[config.mk]
export PLATFORM = sky130hd
export DESIGN_NAME = neighbor_pair_resource_arbiter
export DESIGN_NICKNAME = d
export VERILOG_FILES = /design/src/rtl/npra_pkg.sv /design/src/rtl/npra_dp.sv /design/src/rtl/npra_ctrl.sv /design/src/rtl/neighbor_pair_resource_arbiter.sv
export SDC_FILE = /design/constraint.sdc
export NUM_CORES = 1
export LEC_CHECK = 0
export ABC_AREA = 0
export BUFFER_PORTS_ARGS = -buffer_cell sky130_fd_sc_hd__buf_2
export CAP_MARGIN = 10
export CORE_MARGIN = 4
export CORE_UTILIZATION = 40
export DETAILED_ROUTE_END_ITERATION = 16
export PLACE_DENSITY = 0.68
export SLEW_MARGIN = 25
export SYNTH_ARGS = -nofsm -noshare
export SYNTH_HDL_FRONTEND = slang
export SYNTH_HIERARCHICAL = 1
export SYNTH_SLANG_ARGS = --single-unit
[constraint.sdc]
create_clock -name clk -period 3.8 [get_ports clk]
set_clock_uncertainty 0.1 [all_clocks]
set_input_delay 0.76 -clock clk [delete_from_list [all_inputs] [get_ports clk]]
set_output_delay 0.76 -clock clk [all_outputs]
set_load 0.03 [all_outputs]
[src/rtl/npra_pkg.sv]
// Shared types and codes for the neighbor pair resource arbiter.
// Used by npra_ctrl, npra_dp and the top level; no dependencies.
package npra_pkg;

  localparam int SEATS_DEF = 5;
  localparam int REQ_W     = 2;
  localparam int SEAT_W    = 4;

  localparam logic [REQ_W-1:0] REQ_HUNGRY = 2'd0;
  localparam logic [REQ_W-1:0] REQ_DONE   = 2'd1;
  localparam logic [REQ_W-1:0] REQ_TOGGLE = 2'd2;

  typedef logic [2:0] op_t;
  localparam op_t OP_NONE  = 3'd0;
  localparam op_t OP_PRIM  = 3'd1;
  localparam op_t OP_PREV  = 3'd2;
  localparam op_t OP_NEXT  = 3'd3;
  localparam op_t OP_SCAN  = 3'd4;
  localparam op_t OP_FINAL = 3'd5;

  typedef struct packed {
    logic load;
    op_t  op;
  } cmd_t;

  typedef struct packed {
    logic stall;
    logic go_neigh;
    logic go_scan;
    logic scan_last;
  } sts_t;

endpackage

[src/rtl/npra_dp.sv]
// Datapath: fork/waiting/pause state, grant evaluation, pending grant and output register.
// Depends on npra_pkg; driven by npra_ctrl.
module npra_dp #(
  parameter int SEATS = npra_pkg::SEATS_DEF
) (
  input  logic                        clk,
  input  logic                        rst_n,
  input  logic [npra_pkg::REQ_W-1:0]  in_req_type,
  input  logic [npra_pkg::SEAT_W-1:0] in_seat,
  input  npra_pkg::cmd_t              cmd,
  output npra_pkg::sts_t              sts,
  output logic                        out_valid,
  input  logic                        out_ready,
  output logic                        out_granted,
  output logic [npra_pkg::SEAT_W-1:0] out_grant_seat,
  output logic                        out_error,
  output logic                        out_is_paused,
  output logic                        out_last
);
  import npra_pkg::*;

  localparam int IW = (SEATS > 1) ? $clog2(SEATS) : 1;
  typedef logic [IW-1:0] idx_t;

  function automatic idx_t nxt_seat(input idx_t s);
    return (s == idx_t'(SEATS - 1)) ? '0 : s + idx_t'(1);
  endfunction

  function automatic idx_t prv_seat(input idx_t s);
    return (s == '0) ? idx_t'(SEATS - 1) : s - idx_t'(1);
  endfunction

  logic [SEATS-1:0]  fork_r, fork_nxt;
  logic [SEATS-1:0]  wait_r, wait_nxt;
  logic              pause_r, pause_nxt;
  logic [REQ_W-1:0]  type_r;
  logic [SEAT_W-1:0] seat_r;
  logic              err_r, err_nxt;
  idx_t              idx_r, idx_nxt;
  logic              pend_vld_r, pend_vld_nxt;
  idx_t              pend_seat_r, pend_seat_nxt;

  logic              out_vld_r;
  logic              out_grant_r;
  logic [SEAT_W-1:0] out_seat_r;
  logic              out_err_r;
  logic              out_pause_r;
  logic              out_last_r;

  logic              seat_ok;
  idx_t              n;
  idx_t              g;
  logic              hit;
  logic              push;
  logic              push_grant;
  idx_t              push_seat;
  logic              push_last;
  logic              push_err;
  logic              out_free;
  logic              stall;
  logic              adv;

  assign seat_ok  = ({1'b0, seat_r} < 5'(SEATS));
  assign n        = seat_r[IW-1:0];
  assign out_free = !out_vld_r || out_ready;

  always_comb begin
    fork_nxt      = fork_r;
    wait_nxt      = wait_r;
    pause_nxt     = pause_r;
    err_nxt       = err_r;
    idx_nxt       = idx_r;
    pend_vld_nxt  = pend_vld_r;
    pend_seat_nxt = pend_seat_r;
    g             = n;
    hit           = 1'b0;
    push          = 1'b0;
    push_grant    = 1'b0;
    push_seat     = '0;
    push_last     = 1'b0;
    push_err      = 1'b0;
    case (cmd.op)
      OP_PRIM: begin
        if (type_r == REQ_HUNGRY) begin
          if (!seat_ok || wait_r[n]) begin
            err_nxt = 1'b1;
          end else if (!pause_r && !fork_r[n] && !fork_r[nxt_seat(n)]) begin
            hit = 1'b1;
          end else begin
            wait_nxt[n] = 1'b1;
          end
        end else if (type_r == REQ_DONE) begin
          if (!seat_ok) begin
            err_nxt = 1'b1;
          end else begin
            fork_nxt[n]           = 1'b0;
            fork_nxt[nxt_seat(n)] = 1'b0;
          end
        end else if (type_r == REQ_TOGGLE) begin
          pause_nxt = !pause_r;
        end
      end
      OP_PREV: begin
        g   = prv_seat(n);
        hit = wait_r[g] && !fork_r[g];
      end
      OP_NEXT: begin
        g   = nxt_seat(n);
        hit = wait_r[g] && !fork_r[nxt_seat(g)];
      end
      OP_SCAN: begin
        g       = idx_r;
        hit     = wait_r[g] && !fork_r[g] && !fork_r[nxt_seat(g)];
        idx_nxt = idx_r + idx_t'(1);
      end
      OP_FINAL: begin
        push         = 1'b1;
        push_grant   = pend_vld_r;
        push_seat    = pend_vld_r ? pend_seat_r : '0;
        push_last    = 1'b1;
        push_err     = err_r;
        pend_vld_nxt = 1'b0;
      end
      default: begin
      end
    endcase
    if (hit) begin
      fork_nxt[g]           = 1'b1;
      fork_nxt[nxt_seat(g)] = 1'b1;
      wait_nxt[g]           = 1'b0;
      // a newer grant exists, so the held one is not last
      if (pend_vld_r) begin
        push       = 1'b1;
        push_grant = 1'b1;
        push_seat  = pend_seat_r;
      end
      pend_vld_nxt  = 1'b1;
      pend_seat_nxt = g;
    end
  end

  assign stall = push && !out_free;
  assign adv   = (cmd.op != OP_NONE) && !stall;

  always_ff @(posedge clk) begin
    if (!rst_n) begin
      fork_r     <= '0;
      wait_r     <= '0;
      pause_r    <= 1'b0;
      err_r      <= 1'b0;
      idx_r      <= '0;
      pend_vld_r <= 1'b0;
      out_vld_r  <= 1'b0;
    end else begin
      if (cmd.load) begin
        err_r      <= 1'b0;
        idx_r      <= '0;
        pend_vld_r <= 1'b0;
      end else if (adv) begin
        fork_r     <= fork_nxt;
        wait_r     <= wait_nxt;
        pause_r    <= pause_nxt;
        err_r      <= err_nxt;
        idx_r      <= idx_nxt;
        pend_vld_r <= pend_vld_nxt;
      end
      if (adv && push) begin
        out_vld_r <= 1'b1;
      end else if (out_ready) begin
        out_vld_r <= 1'b0;
      end
    end
  end

  always_ff @(posedge clk) begin
    if (cmd.load) begin
      type_r <= in_req_type;
      seat_r <= in_seat;
    end
    if (adv) begin
      pend_seat_r <= pend_seat_nxt;
    end
    if (adv && push) begin
      out_grant_r <= push_grant;
      out_seat_r  <= SEAT_W'(push_seat);
      out_err_r   <= push_err;
      out_pause_r <= pause_nxt;
      out_last_r  <= push_last;
    end
  end

  assign sts.stall     = stall;
  assign sts.go_neigh  = (type_r == REQ_DONE) && seat_ok && !pause_r;
  assign sts.go_scan   = (type_r == REQ_TOGGLE) && pause_r;
  assign sts.scan_last = (idx_r == idx_t'(SEATS - 1));

  assign out_valid      = out_vld_r;
  assign out_granted    = out_grant_r;
  assign out_grant_seat = out_seat_r;
  assign out_error      = out_err_r;
  assign out_is_paused  = out_pause_r;
  assign out_last       = out_last_r;

endmodule

[src/rtl/npra_ctrl.sv]
// Controller: sequences the primary action, neighbor offers, resume scan and final result.
// Depends on npra_pkg; drives npra_dp.
module npra_ctrl (
  input  logic           clk,
  input  logic           rst_n,
  input  logic           in_valid,
  output logic           in_ready,
  input  npra_pkg::sts_t sts,
  output npra_pkg::cmd_t cmd
);
  import npra_pkg::*;

  localparam logic [2:0] S_IDLE  = 3'd0;
  localparam logic [2:0] S_PRIM  = 3'd1;
  localparam logic [2:0] S_PREV  = 3'd2;
  localparam logic [2:0] S_NEXT  = 3'd3;
  localparam logic [2:0] S_SCAN  = 3'd4;
  localparam logic [2:0] S_FINAL = 3'd5;

  logic [2:0] state_r, state_nxt;

  assign in_ready = (state_r == S_IDLE);

  always_comb begin
    state_nxt = state_r;
    cmd.load  = 1'b0;
    cmd.op    = OP_NONE;
    unique case (state_r)
      S_IDLE: begin
        cmd.load = in_valid;
        if (in_valid) state_nxt = S_PRIM;
      end
      S_PRIM: begin
        cmd.op = OP_PRIM;
        if (!sts.stall) begin
          if (sts.go_neigh)     state_nxt = S_PREV;
          else if (sts.go_scan) state_nxt = S_SCAN;
          else                  state_nxt = S_FINAL;
        end
      end
      S_PREV: begin
        cmd.op = OP_PREV;
        if (!sts.stall) state_nxt = S_NEXT;
      end
      S_NEXT: begin
        cmd.op = OP_NEXT;
        if (!sts.stall) state_nxt = S_FINAL;
      end
      S_SCAN: begin
        cmd.op = OP_SCAN;
        if (!sts.stall && sts.scan_last) state_nxt = S_FINAL;
      end
      S_FINAL: begin
        cmd.op = OP_FINAL;
        if (!sts.stall) state_nxt = S_IDLE;
      end
      default: state_nxt = S_IDLE;
    endcase
  end

  always_ff @(posedge clk) begin
    if (!rst_n) begin
      state_r <= S_IDLE;
    end else begin
      state_r <= state_nxt;
    end
  end

endmodule

[src/rtl/neighbor_pair_resource_arbiter.sv]
// Top level of the ring fork arbiter: controller plus datapath.
// Depends on npra_pkg, npra_ctrl and npra_dp.
//
//  channel  | direction | ports
//  ---------+-----------+-----------------------------------------------------------
//  in       | input     | in_valid, in_ready, in_req_type, in_seat
//  out      | output    | out_valid, out_ready, out_granted, out_grant_seat,
//           |           | out_error, out_is_paused, out_last
//
// One transaction at a time: hungry, pause, unused codes, errors and a done while paused run
// the primary and final steps; a done while serving adds the previous and next neighbor offers,
// and a resume adds a scan over every seat of the ring, one step per cycle unless stalled.
// Each result waits for the single output register; a stalled out side holds the sequencer.
// in_ready is high only between transactions. Synchronous active-low reset frees all forks,
// clears all waiting seats and leaves the arbiter serving.
module neighbor_pair_resource_arbiter #(
  parameter int SEATS = npra_pkg::SEATS_DEF
) (
  input  logic                        clk,
  input  logic                        rst_n,
  input  logic                        in_valid,
  output logic                        in_ready,
  input  logic [npra_pkg::REQ_W-1:0]  in_req_type,
  input  logic [npra_pkg::SEAT_W-1:0] in_seat,
  output logic                        out_valid,
  input  logic                        out_ready,
  output logic                        out_granted,
  output logic [npra_pkg::SEAT_W-1:0] out_grant_seat,
  output logic                        out_error,
  output logic                        out_is_paused,
  output logic                        out_last
);
  import npra_pkg::*;

  cmd_t cmd;
  sts_t sts;

  npra_ctrl u_ctrl (
    .clk      (clk),
    .rst_n    (rst_n),
    .in_valid (in_valid),
    .in_ready (in_ready),
    .sts      (sts),
    .cmd      (cmd)
  );

  npra_dp #(
    .SEATS (SEATS)
  ) u_dp (
    .clk            (clk),
    .rst_n          (rst_n),
    .in_req_type    (in_req_type),
    .in_seat        (in_seat),
    .cmd            (cmd),
    .sts            (sts),
    .out_valid      (out_valid),
    .out_ready      (out_ready),
    .out_granted    (out_granted),
    .out_grant_seat (out_grant_seat),
    .out_error      (out_error),
    .out_is_paused  (out_is_paused),
    .out_last       (out_last)
  );

  a_nogrant_last: assert property (@(posedge clk) disable iff (!rst_n)
    out_valid && !out_granted |-> out_last)
    else $error("no-grant result not flagged last");

  a_err_nogrant: assert property (@(posedge clk) disable iff (!rst_n)
    out_valid && out_error |-> !out_granted)
    else $error("ignored request produced a grant");

  a_seat_range: assert property (@(posedge clk) disable iff (!rst_n)
    out_valid && out_granted |-> ({1'b0, out_grant_seat} < 5'(SEATS)))
    else $error("grant to seat outside the ring");

  a_one_at_a_time: assert property (@(posedge clk) disable iff (!rst_n)
    in_valid && in_ready |=> !in_ready)
    else $error("new transaction taken while busy");

endmodule
==> metrics.txt, run 1 <==
Final min period=3.54 ns; switching share of total power=41.2%; number of antenna violations at the first check in global routing=0; drt drc=0; Max Cap Violations=0; DRT Wirelength=7270 um; root buf cell=clkbuf_8; Sink Count=36; Num CTS Buffers=5; die extent in y=91.7 um; detail-routed via count per cell=5.89; final worst-path cycle share=93.2%; synthesis-stage register bit count=36; commonest register cell after synthesis=dfxtp_1; global-route usage over all layers=17.6%; Int Pwr=791 uW; GRT overflow=0; pin count of the biggest net entering global routing=22; worst path buffer plus inverter count=1; Mapped Nets=335; I/O pins=20; Syn. warnings=6; hpwl dp=5500 um; 1st-pass router iterations=4; Final #Nets=349; worst-path cell chain=inv_1 -> ha_1 -> ha_1 -> nor2_4 -> mux4_2 -> a2111oi_4 -> a311o_1 -> o21ai_1 -> a21oi_1 -> and2b_1 -> mux2i_1 -> nor3b_1; number of synthesized flops with an enable pin=16; Syn Inst Count=315; commonest non-fill, non-tap cells in the layout=nor2_1 (25), dfxtp_1 (20), nand2_1 (20); Pins Over Slew Limit=0; synthesized cell area=2800 sq um; htree depth=2; die width=91.7 um; part of the power in registers=34.5%; Logic pwr share=46.0%; Startpoint Class=flip-flop; Leak=0.00116 uW; Avg WL per Cell=17.1 um; remaining antenna violation count=0; Achievable Freq=282 MHz; Post-Place Cell Area=2980 sq um; CTS tree=yes; sequential-to-total area share from yosys stat=31.4%; status=complete, no violations; CORE AREA=6790 sq um; total power=1350 uW; Hold WC Path Type=flip-flop to flip-flop; Max stage delay cell, worst path=mux4_2; worst-path fanout max=6; data arrival time of the critical path=3.65 ns; number of diodes=0; initial cell density of the core=41.3%; NetSw=555 uW; Worst setup EP type=flip-flop; deepest clock path buffer count=2; final hold vios=0; Layout area overhead=9.11%; DIE AREA=8410 sq um; Slew @ Worst Pin=0.658 ns; slew margin rel.=56.1%; cell area power density=440 nW/um^2; Worst-path clk slew=0.07 ns; CTS resizes=0; RSZ-0062 raised after global routing=false; commonest non-fill, non-tap cell in the layout=nor2_1; Worst path top cell family by delay=compound AO/OA/AOI/OAI gates; Synth async-reset ratio=0%; critical path class=flip-flop to flip-flop; Fin Hold WS=0.379 ns; routability cong.=0.895; cts hold-fix bufs=0; clk_lat worst skew=0.29 ns; cell repeated most along the worst path=ha_1; first-pass GRT wire length=11,900 um; CP max stage delay=0.56 ns; TNS Setup=0 ns; total number of vias=2,509; I/O Buffers=18; DR iter-0 viols=225; synthesized area per cell=8.90 sq um; Setup violations, final=0; Clock Power Share=19.4%; design area=3060 sq um; number of global-route vias before repair=2,411; post-synth cell types=74; row cnt=30; Critical Path RT=3.91 ns; # Post-CTS Setup Buffers=0; worst vdd ir=160 uV; share of layout cells above drive strength 1=15.5%
==> cell type report <==
cell class	instances	area [sq um]
Fill cell	671	3740
Multi-Input combinational cell	239	1740
Sequential cell	36	881
Timing Repair Buffer	27	158
Tap cell	96	120
Clock buffer	7	76.3
Inverter	20	75.1
Clock inverter	1	3.75
==> tightest hold or removal path, delay by kind of cell, from the launching register on <==
kind / cells / cell delay (ns)
flops: 1 / 0.33
simple gates: 2 / 0.12
==> routing by layer <==
metal  wire length [um]  global-route usage (%)  vias up
met5                  0                       0        -
met4                 81                    5.82        0
met3                438                    4.84       10
met2               3570                    28.5       75
met1               3180                    22.5     1208
li1                   -                       -     1216
==> synth_stat cells (all sizes together), types with 4 or more instances <==
library cell	number	area, sq um
nor2	26	100
dfxtp	20	400
inv	20	75.1
nand2	20	75.1
a21oi	18	90.1
edfxtp	16	480
mux2i	15	150
buf	13	81.3
o21ai	13	68.8
nand2b	11	68.8
nor2b	11	68.8
ha	10	125
o311a	9	90.1
o211ai	8	60.1
clkbuf	7	26.3
nor3	6	41.3
a21boi	4	30.0
a21o	4	30.0
a22oi	4	30.0
mux2	4	45.0
nand3	4	20.0
o311ai	4	35.0
o31ai	4	30.0
==> power groups by stage <==
stage	Combinational, uW	Clock, uW	Sequential [uW]
finish	620	261	465
global route	683	286	468
CTS	613	269	465
detailed placement	611	0	473
global placement	597	0	473
floorplan	486	0	467
==> through the flow <==
step           setup slack, ns  utilization [%]  instances
2_1_floorplan          0.00288                -        315
3_3_place_gp             0.353             43.8        418
3_5_place_dp             0.277             43.8        418
4_1_cts                  0.262             45.0        426
5_1_grt                 0.0388             45.0        426
6_report                 0.259             45.0        426
==> sequential cells by signal (all words and copies together) (netlist names), 2 cells and up <==
register	count
u_dp/out_grant_seat	3
u_ctrl/state_r	3
u_dp/pend_seat_r	3
u_dp/fork_r	5
u_dp/type_r	2
u_dp/seat_r	4
u_dp/idx_r	3
u_dp/wait_r	5
==> final timing paths <==
kind,from,to,slack (ns),depth (start not counted)
max reg2reg,u_dp/seat_r[1],u_ctrl/state_r[1],0.26,12
max,u_dp/seat_r[1],u_ctrl/state_r[1],0.26,12
min reg2reg,u_dp/err_r,u_dp/err_r,0.38,2
min,u_dp/err_r,u_dp/err_r,0.38,2
==> cells by family (layout without fill, tap and decap cells) <==
group	after synthesis	after routing	synth area share, %
AOI/OAI and AO/OA	101	101	28.0
xor gates and xnor gates	3	3	0.938
adders and majority gates	10	10	4.46
buffers and inverters	40	55	6.52
DFF	36	36	31.4
muxes	20	20	7.77
other	1	1	0.134
and+or+nand+nor	104	104	20.7
Note: power is estimated with default switching activity, not from simulation.
==> run 2: changes to the inputs <==
--- a/config.mk
+++ b/config.mk
@@ -9,9 +9,9 @@
 export BUFFER_PORTS_ARGS = -buffer_cell sky130_fd_sc_hd__buf_2
 export CAP_MARGIN = 10
 export CORE_MARGIN = 4
-export CORE_UTILIZATION = 40
+export CORE_UTILIZATION = 30
 export DETAILED_ROUTE_END_ITERATION = 16
-export PLACE_DENSITY = 0.68
+export PLACE_DENSITY = 0.56
 export SLEW_MARGIN = 25
 export SYNTH_ARGS = -nofsm -noshare
 export SYNTH_HDL_FRONTEND = slang
==> constraint.sdc (replaced) <==
create_clock -name clk -period 3.8 [get_ports clk]
set_clock_uncertainty 0.1 [all_clocks]
set_input_delay 0.19 -clock clk [delete_from_list [all_inputs] [get_ports clk]]
set_output_delay 0.19 -clock clk [all_outputs]
set_load 0.03 [all_outputs]
==> run 2 against run 1 <==
Utilization fell by 10 points. Critical path depth up 1. Sequential power is essentially flat. Largest power group unchanged. Register-to-register slack got worse by 0.03 ns. Global-route usage decreased by 3.2 points. Clock-buffer cell count decreased by 2. Via count increased by 0.40%. Combinational power grew 0.8%. Clock power up 9.2%.
==> metrics.txt, run 2 (synthesis results as in run 1) <==
worst-path fanout max=6 (unchanged); Layout area overhead=13.2%; CORE AREA=9150 sq um (+35%); # Post-CTS Setup Buffers=0 (unchanged); Finished Layout Cells=450 (+5.6%); final core utilization=34.7% (-10 points); design area=3170 sq um (+3.8%); worst-path cell chain=inv_1 -> ha_1 -> ha_1 -> nor2_4 -> mux4_2 -> a2111oi_4 -> a311o_1 -> o21ai_1 -> a21oi_2 -> nor2b_1 -> o21ai_0 -> a21oi_1 -> o21a_1; Num CTS Buffers=5 (unchanged); r2r startpoint=u_dp/seat_r[1]; Achievable Freq=280 MHz (-0.75%); Worst path top cell family by delay=compound AO/OA/AOI/OAI gates; placed cells=436 (+4.3%); number of antenna violations at the first check in global routing=0 (unchanged); worst path buffer plus inverter count=1 (unchanged); CP Launch Point=u_dp/seat_r[1]; final worst-path cycle share=93.9% (+0.70 points); Startpoint Class=flip-flop; Leak=0.00121 uW (+3.8%); Sink Count=36 (unchanged); routability cong.=0.868 (-3.0%); Pins Over Slew Limit=0 (unchanged); data arrival time of the critical path=3.66 ns (about the same); detail-routed via count per cell=5.60 (-5.0%); Hold WC Path Type=input pin to flip-flop; Max Cap Violations=0 (unchanged); die extent in y=105 um (+14%); commonest non-fill, non-tap cells in the layout=nor2_1 (25), dfxtp_1 (20), nand2_1 (20); remaining antenna violation count=0 (unchanged); clk_lat worst skew=0.29 ns (about the same); Largest regs=u_dp/fork_r: 5 flops, u_dp/wait_r: 5 flops, u_dp/seat_r: 4 flops; Final #Nets=358 (+2.6%); total number of vias=2,519 (+0.40%); row cnt=35 (+17%); total power=1380 uW (+2.2%); 1st-pass router iterations=4 (unchanged); deepest clock path buffer count=2 (unchanged); worst vdd ir=133 uV (-17%); Slew @ Worst Pin=0.579 ns (-0.0786 ns); status=complete, no violations; pin count of the biggest net entering global routing=22 (unchanged); die width=105 um (+14%); number of diodes=0 (unchanged); root buf cell=clkbuf_8; cell repeated most along the worst path=ha_1; CP max stage delay=0.55 ns (about the same); r2r setup slk=0.23 ns (-0.03 ns); DRT Wirelength=7530 um (+3.6%); Max stage delay cell, worst path=mux4_2; GRT overflow=0 (unchanged); drt drc=0 (unchanged); Final min period=3.57 ns (+0.0267 ns); commonest non-fill, non-tap cell in the layout=nor2_1; I/O pins=20 (unchanged); RSZ-0062 raised after global routing=false; Worst R2R End=u_ctrl/state_r[0]; Post-Place Cell Area=3020 sq um (+1.4%); cell area power density=434 nW/um^2 (-1.5%); DR iter-0 viols=184 (-18%); I/O Buffers=18 (unchanged); global-route usage over all layers=14.4% (-3.2 points); number of global-route vias before repair=2,431 (+0.83%); first-pass GRT wire length=12,900 um (+7.9%); R2R cell count=13 (+1); Critical Path RT=3.89 ns (-0.02 ns); hpwl dp=5630 um (+2.5%); initial cell density of the core=30.6% (-11 points); CP Capture Point=u_ctrl/state_r[0]; TNS Setup=0 ns (unchanged); Avg WL per Cell=16.7 um (-2.0%); critical path class=flip-flop to flip-flop; Levels on crit path=13 (+1); share of layout cells above drive strength 1=17.1% (+1.7 points); final hold vios=0 (unchanged); slew margin rel.=61.3% (+5.2 points); Setup violations, final=0 (unchanged); Worst setup EP type=flip-flop; CTS tree=yes; DIE AREA=11,000 sq um (+30%); Worst-path clk slew=0.08 ns (about the same); htree depth=2 (unchanged)
run 2: how the worst min path moves through the flow:
stage,from,endpoint,slack (ns),cells past startpoint
2_1_floorplan,in_seat[0],u_dp/seat_r[0],0.19,0
3_3_place_gp,in_req_type[0],u_dp/type_r[0],0.27,1
3_5_place_dp,in_seat[1],u_dp/seat_r[1],0.27,1
4_1_cts,rst_n,u_ctrl/state_r[0],0.17,2
5_1_grt,rst_n,u_ctrl/state_r[0],0.18,2
6_report,rst_n,u_ctrl/state_r[0],0.19,2
run 2: metal layers:
| metal | vias to the layer above | GRT usage, % | share of wire [%] |
|---|---|---|---|
| li1 | 1229 | - | - |
| met3 | 4 | 2.16 | 5.1 |
| met4 | 0 | 3.84 | 0.77 |
| met1 | 1213 | 20.3 | 47 |
| met5 | - | 0 | 0 |
| met2 | 73 | 22.8 | 47 |
run 2: per-stage QoR:
step | setup WS [ns] | hold slack, ns
final | 0.232 | 0.189
after global routing | 0.0395 | 0.181
after CTS | 0.188 | 0.172
after detailed placement | 0.232 | 0.271
after global placement | 0.325 | 0.270
after floorplan | 0.00288 | 0.189
run 2: area by class of cell:
cell class,count,area (sq um)
tap,111,139
multi-input combinational,239,1750
fill,942,5980
sequential,36,881
inverter,20,75.1
clock inverter,3,21.3
clock buffer,5,68.8
timing repair buffer,36,240
run 2: what timing repair did:
action                     4_1_cts  5_1_grt
resized for setup                0        1
setup endpoints to repair        0        3
hold endpoints to repair         6        0
hold buffers                     6        0
run 2: power by group:
part           internal, uW  total (uW)  switching (uW)
Clock                   130         285             155
Combinational           243         625             382
Sequential              435         466            31.4
==> run 3: changes to the inputs <==
--- a/config.mk
+++ b/config.mk
@@ -11,9 +11,9 @@
 export CORE_MARGIN = 4
 export CORE_UTILIZATION = 30
 export DETAILED_ROUTE_END_ITERATION = 16
+export GPL_ROUTABILITY_DRIVEN = 0
 export PLACE_DENSITY = 0.56
 export SLEW_MARGIN = 25
 export SYNTH_ARGS = -nofsm -noshare
 export SYNTH_HDL_FRONTEND = slang
-export SYNTH_HIERARCHICAL = 1
 export SYNTH_SLANG_ARGS = --single-unit
==> run 3 against run 2 <==
Flip-flop and latch count did not move. Cell count rose by 0.89%. Largest power group unchanged. Clock power rose by 21%. Via count rose by 1.2%. Clock-buffer cell count did not move. Largest cell class unchanged.
==> metrics.txt, run 3 <==
Mapped Nets=346 (+3.3%); CTS tree=yes; final core utilization=34.5% (-0.15 points); GR Layer Usage met1=19.7% (-0.63 points); Critical Path RT=3.65 ns (-0.24 ns); slew margin rel.=49.0% (-12 points); Sink Count=36 (unchanged); Largest regs=u_dp.fork_r: 5 flops, u_dp.wait_r: 5 flops, u_dp.seat_r: 4 flops; pin count of the biggest net entering global routing=32 (+45%); commonest non-fill, non-tap cell in the layout=nor2_1; die width=105 um (+0.22%); hold endpoint=u_dp.out_valid; part of the power in registers=35.3% (+1.4 points); status=complete, no violations; Setup violations, final=0 (unchanged); number of diodes=0 (unchanged); data arrival time of the critical path=3.39 ns (-0.27 ns); Avg WL per Cell=16.7 um (about the same); Syn. warnings=0 (-6); Synth top cells by count=nor2_1 (27), a21oi_1 (22), dfxtp_1 (20), nand2_1 (20), inv_1 (19); synthesized area per cell=8.61 sq um (-3.2%); Layout area overhead=12.7%; critical path class=flip-flop to flip-flop; Int Pwr=817 uW (+1.1%); share of layout cells above drive strength 1=17.5% (+0.38 points); GRT overflow=0 (unchanged); Worst-path clk slew=0.08 ns (about the same); WHS Path Cells=3 (+1); Pins Over Slew Limit=0 (unchanged); placed cells=440 (+0.92%); Num CTS Buffers=5 (unchanged); TNS Setup=0 ns (unchanged); DRT Wirelength=7590 um (+0.82%); sequential-to-total area share from yosys stat=31.3% (-0.15 points); htree depth=2 (unchanged); root buf cell=clkbuf_8; Synth async-reset ratio=0% (unchanged); number of synthesized flops with an enable pin=16 (unchanged); Slew @ Worst Pin=0.758 ns (+0.178 ns); min-delay src=out_ready; first-pass GRT wire length=12,600 um (-1.9%); final hold vios=0 (unchanged); Worst R2R End=u_dp.pend_seat_r[0]; switching share of total power=37.8% (-3.5 points); Logic pwr share=38.5% (-6.9 points); cell area power density=414 nW/um^2 (-4.6%); CORE AREA=9200 sq um (+0.48%); Startpoint Class=flip-flop; initial cell density of the core=30.6% (about the same); leading area contributor after synthesis=edfxtp_1; CTS resizes=0 (unchanged); number of global-route vias before repair=2,446 (+0.62%); worst vdd ir=109 uV (-18%); die extent in y=105 um (+0.22%); total power=1310 uW (-4.5%); Layout fillers=948 (+0.64%); r2r setup slk=0.27 ns (+0.03 ns); Synth area leaders=edfxtp_1 (17%), dfxtp_1 (14%), ha_1 (4.0%); commonest register cell after synthesis=dfxtp_1; GRT busiest layer=met2; DR iter-0 viols=267 (+45%); global-route usage over all layers=14.3% (-0.048 points); Clock Power Share=26.3% (+5.6 points); detail-routed via count per cell=5.62 (+0.34%); Achievable Freq=283 MHz (+0.97%); Finished Layout Cells=454 (+0.89%); 1st-pass router iterations=4 (unchanged); row cnt=35 (unchanged); Final #Nets=361 (+0.84%); synthesis-stage register bit count=36 (unchanged); top-count cell post-synth=nor2_1; post-synth cell types=68 (-8.1%); design area=3170 sq um (about the same); r2r startpoint=u_dp.seat_r[0]; final worst-path cycle share=93.0% (-0.90 points); Post-Place Cell Area=3000 sq um (-0.54%); met2 Use GR=21.4% (-1.4 points); synthesized cell area=2820 sq um (+0.49%); deepest clock path buffer count=2 (unchanged); Leak=0.00112 uW (-7.5%); Hold WC Path Type=input pin to flip-flop; hpwl dp=5580 um (-0.89%); GRT met3 Usage=2.66% (+0.49 points); total number of vias=2,550 (+1.2%); I/O Buffers=18 (unchanged); drt drc=0 (unchanged); Final min period=3.53 ns (-0.0341 ns); top-area cell type share of the netlist area=17.1% (-0.084 points); worst-path fanout max=14 (+8); Max Cap Violations=0 (unchanged); number of antenna violations at the first check in global routing=0 (unchanged); commonest non-fill, non-tap cells in the layout=nor2_1 (27), a21oi_1 (21), nand2_1 (20), dfxtp_1 (20), inv_1 (19); Worst setup EP type=flip-flop; remaining antenna violation count=0 (unchanged); Syn Inst Count=327 (+3.8%); DIE AREA=11,000 sq um (+0.45%); I/O pins=20 (unchanged); NetSw=497 uW (-13%); clk_lat worst skew=0.29 ns (about the same); RSZ-0062 raised after global routing=false; R2R cell count=12 (-1)
## run 3: cell types whose count changed in the layout (fill, tap and decap cells not counted), sizes merged, moves of 3 or more
cell / delta
o311a: -9
mux2i: -7
nor4b: +7
nand3: +6
a21oi: +5
o211ai: -5
and2: +4
buf: -4
a31oi: +3
a32oi: -3
and3: -3
nand2b: +3
o22ai: +3
o32ai: +3
## run 3: power by group through the flow
stage | combinational (uW) | clock, uW | sequential (uW)
3_5_place_dp | 496 | 0 | 471
6_report | 506 | 345 | 463
4_1_cts | 501 | 354 | 463
2_1_floorplan | 404 | 0 | 457
3_3_place_gp | 494 | 0 | 472
5_1_grt | 561 | 369 | 468
## run 3: stage by stage
step           setup slack [ns]  hold WS (ns)
2_1_floorplan            0.0120         0.189
3_3_place_gp              0.356         0.269
3_5_place_dp              0.282         0.269
4_1_cts                   0.255         0.152
5_1_grt                  0.0774         0.174
6_report                  0.266         0.158
## run 3: worst max path at each step
stage,start,to,slack (ns),cells past startpoint
final,u_dp.seat_r[0],u_dp.pend_seat_r[0],0.27,12
after global routing,u_dp.seat_r[0],u_dp.pend_seat_r[1],0.08,12
after CTS,u_dp.seat_r[0],u_dp.pend_seat_r[0],0.25,12
after detailed placement,u_dp.seat_r[0],u_dp.pend_seat_r[0],0.28,12
after global placement,u_dp.seat_r[0],u_dp.pend_seat_r[0],0.36,12
after floorplan,u_dp.seat_r[0],u_dp.out_error,0.01,15
## run 3: per-layer routing
metal / vias up / part of all wire, %
met5: - / 0
met4: 0 / 3.5
met3: 17 / 5.9
met2: 75 / 45
met1: 1212 / 46
li1: 1246 / -
## run 3: cell type report
class                      count  area [sq um]  share of cell area [%]
inverter                      20          75.1                    2.37
timing repair buffer          32           210                    6.62
tap                          111           139                    4.38
clock buffer                   5          68.8                    2.17
clock inverter                 3          42.5                    1.34
multi-input combinational    247          1760                    55.4
sequential                    36           881                    27.7
## run 3: what timing repair did
action	CTS	global route
buffers inserted	0	0
setup endpoints to repair	0	0
hold buffers	6	0
hold endpoints to repair	6	0
## run 3: kinds of logic (layout without fill, tap and decap cells)
family                   count (synthesis)  after routing  synth area share [%]
adder cells (fa/ha/maj)                  9              9                  4.00
multiplexers                            13             13                  5.24
AO/OA/AOI/OAI                           96             96                  25.5
AND/OR/NAND/NOR                        124            124                  24.9
other                                    1              1                 0.133
buffers and inverters                   44             60                  7.42
flip-flops                              36             36                  31.3
XOR/XNOR                                 4              4                  1.51
## run 3: worst max-delay path, cell delays in order, from the launching register on
cell and delay, ns:
edfxtp_1 0.38, inv_1 0.13, ha_2 0.24, ha_1 0.21, nand2b_4 0.16, inv_1 0.08, ha_4 0.30, mux2_2 0.33
o32ai_1 0.13, o22ai_1 0.15, a2111oi_4 0.45, inv_2 0.13, a21oi_4 0.40
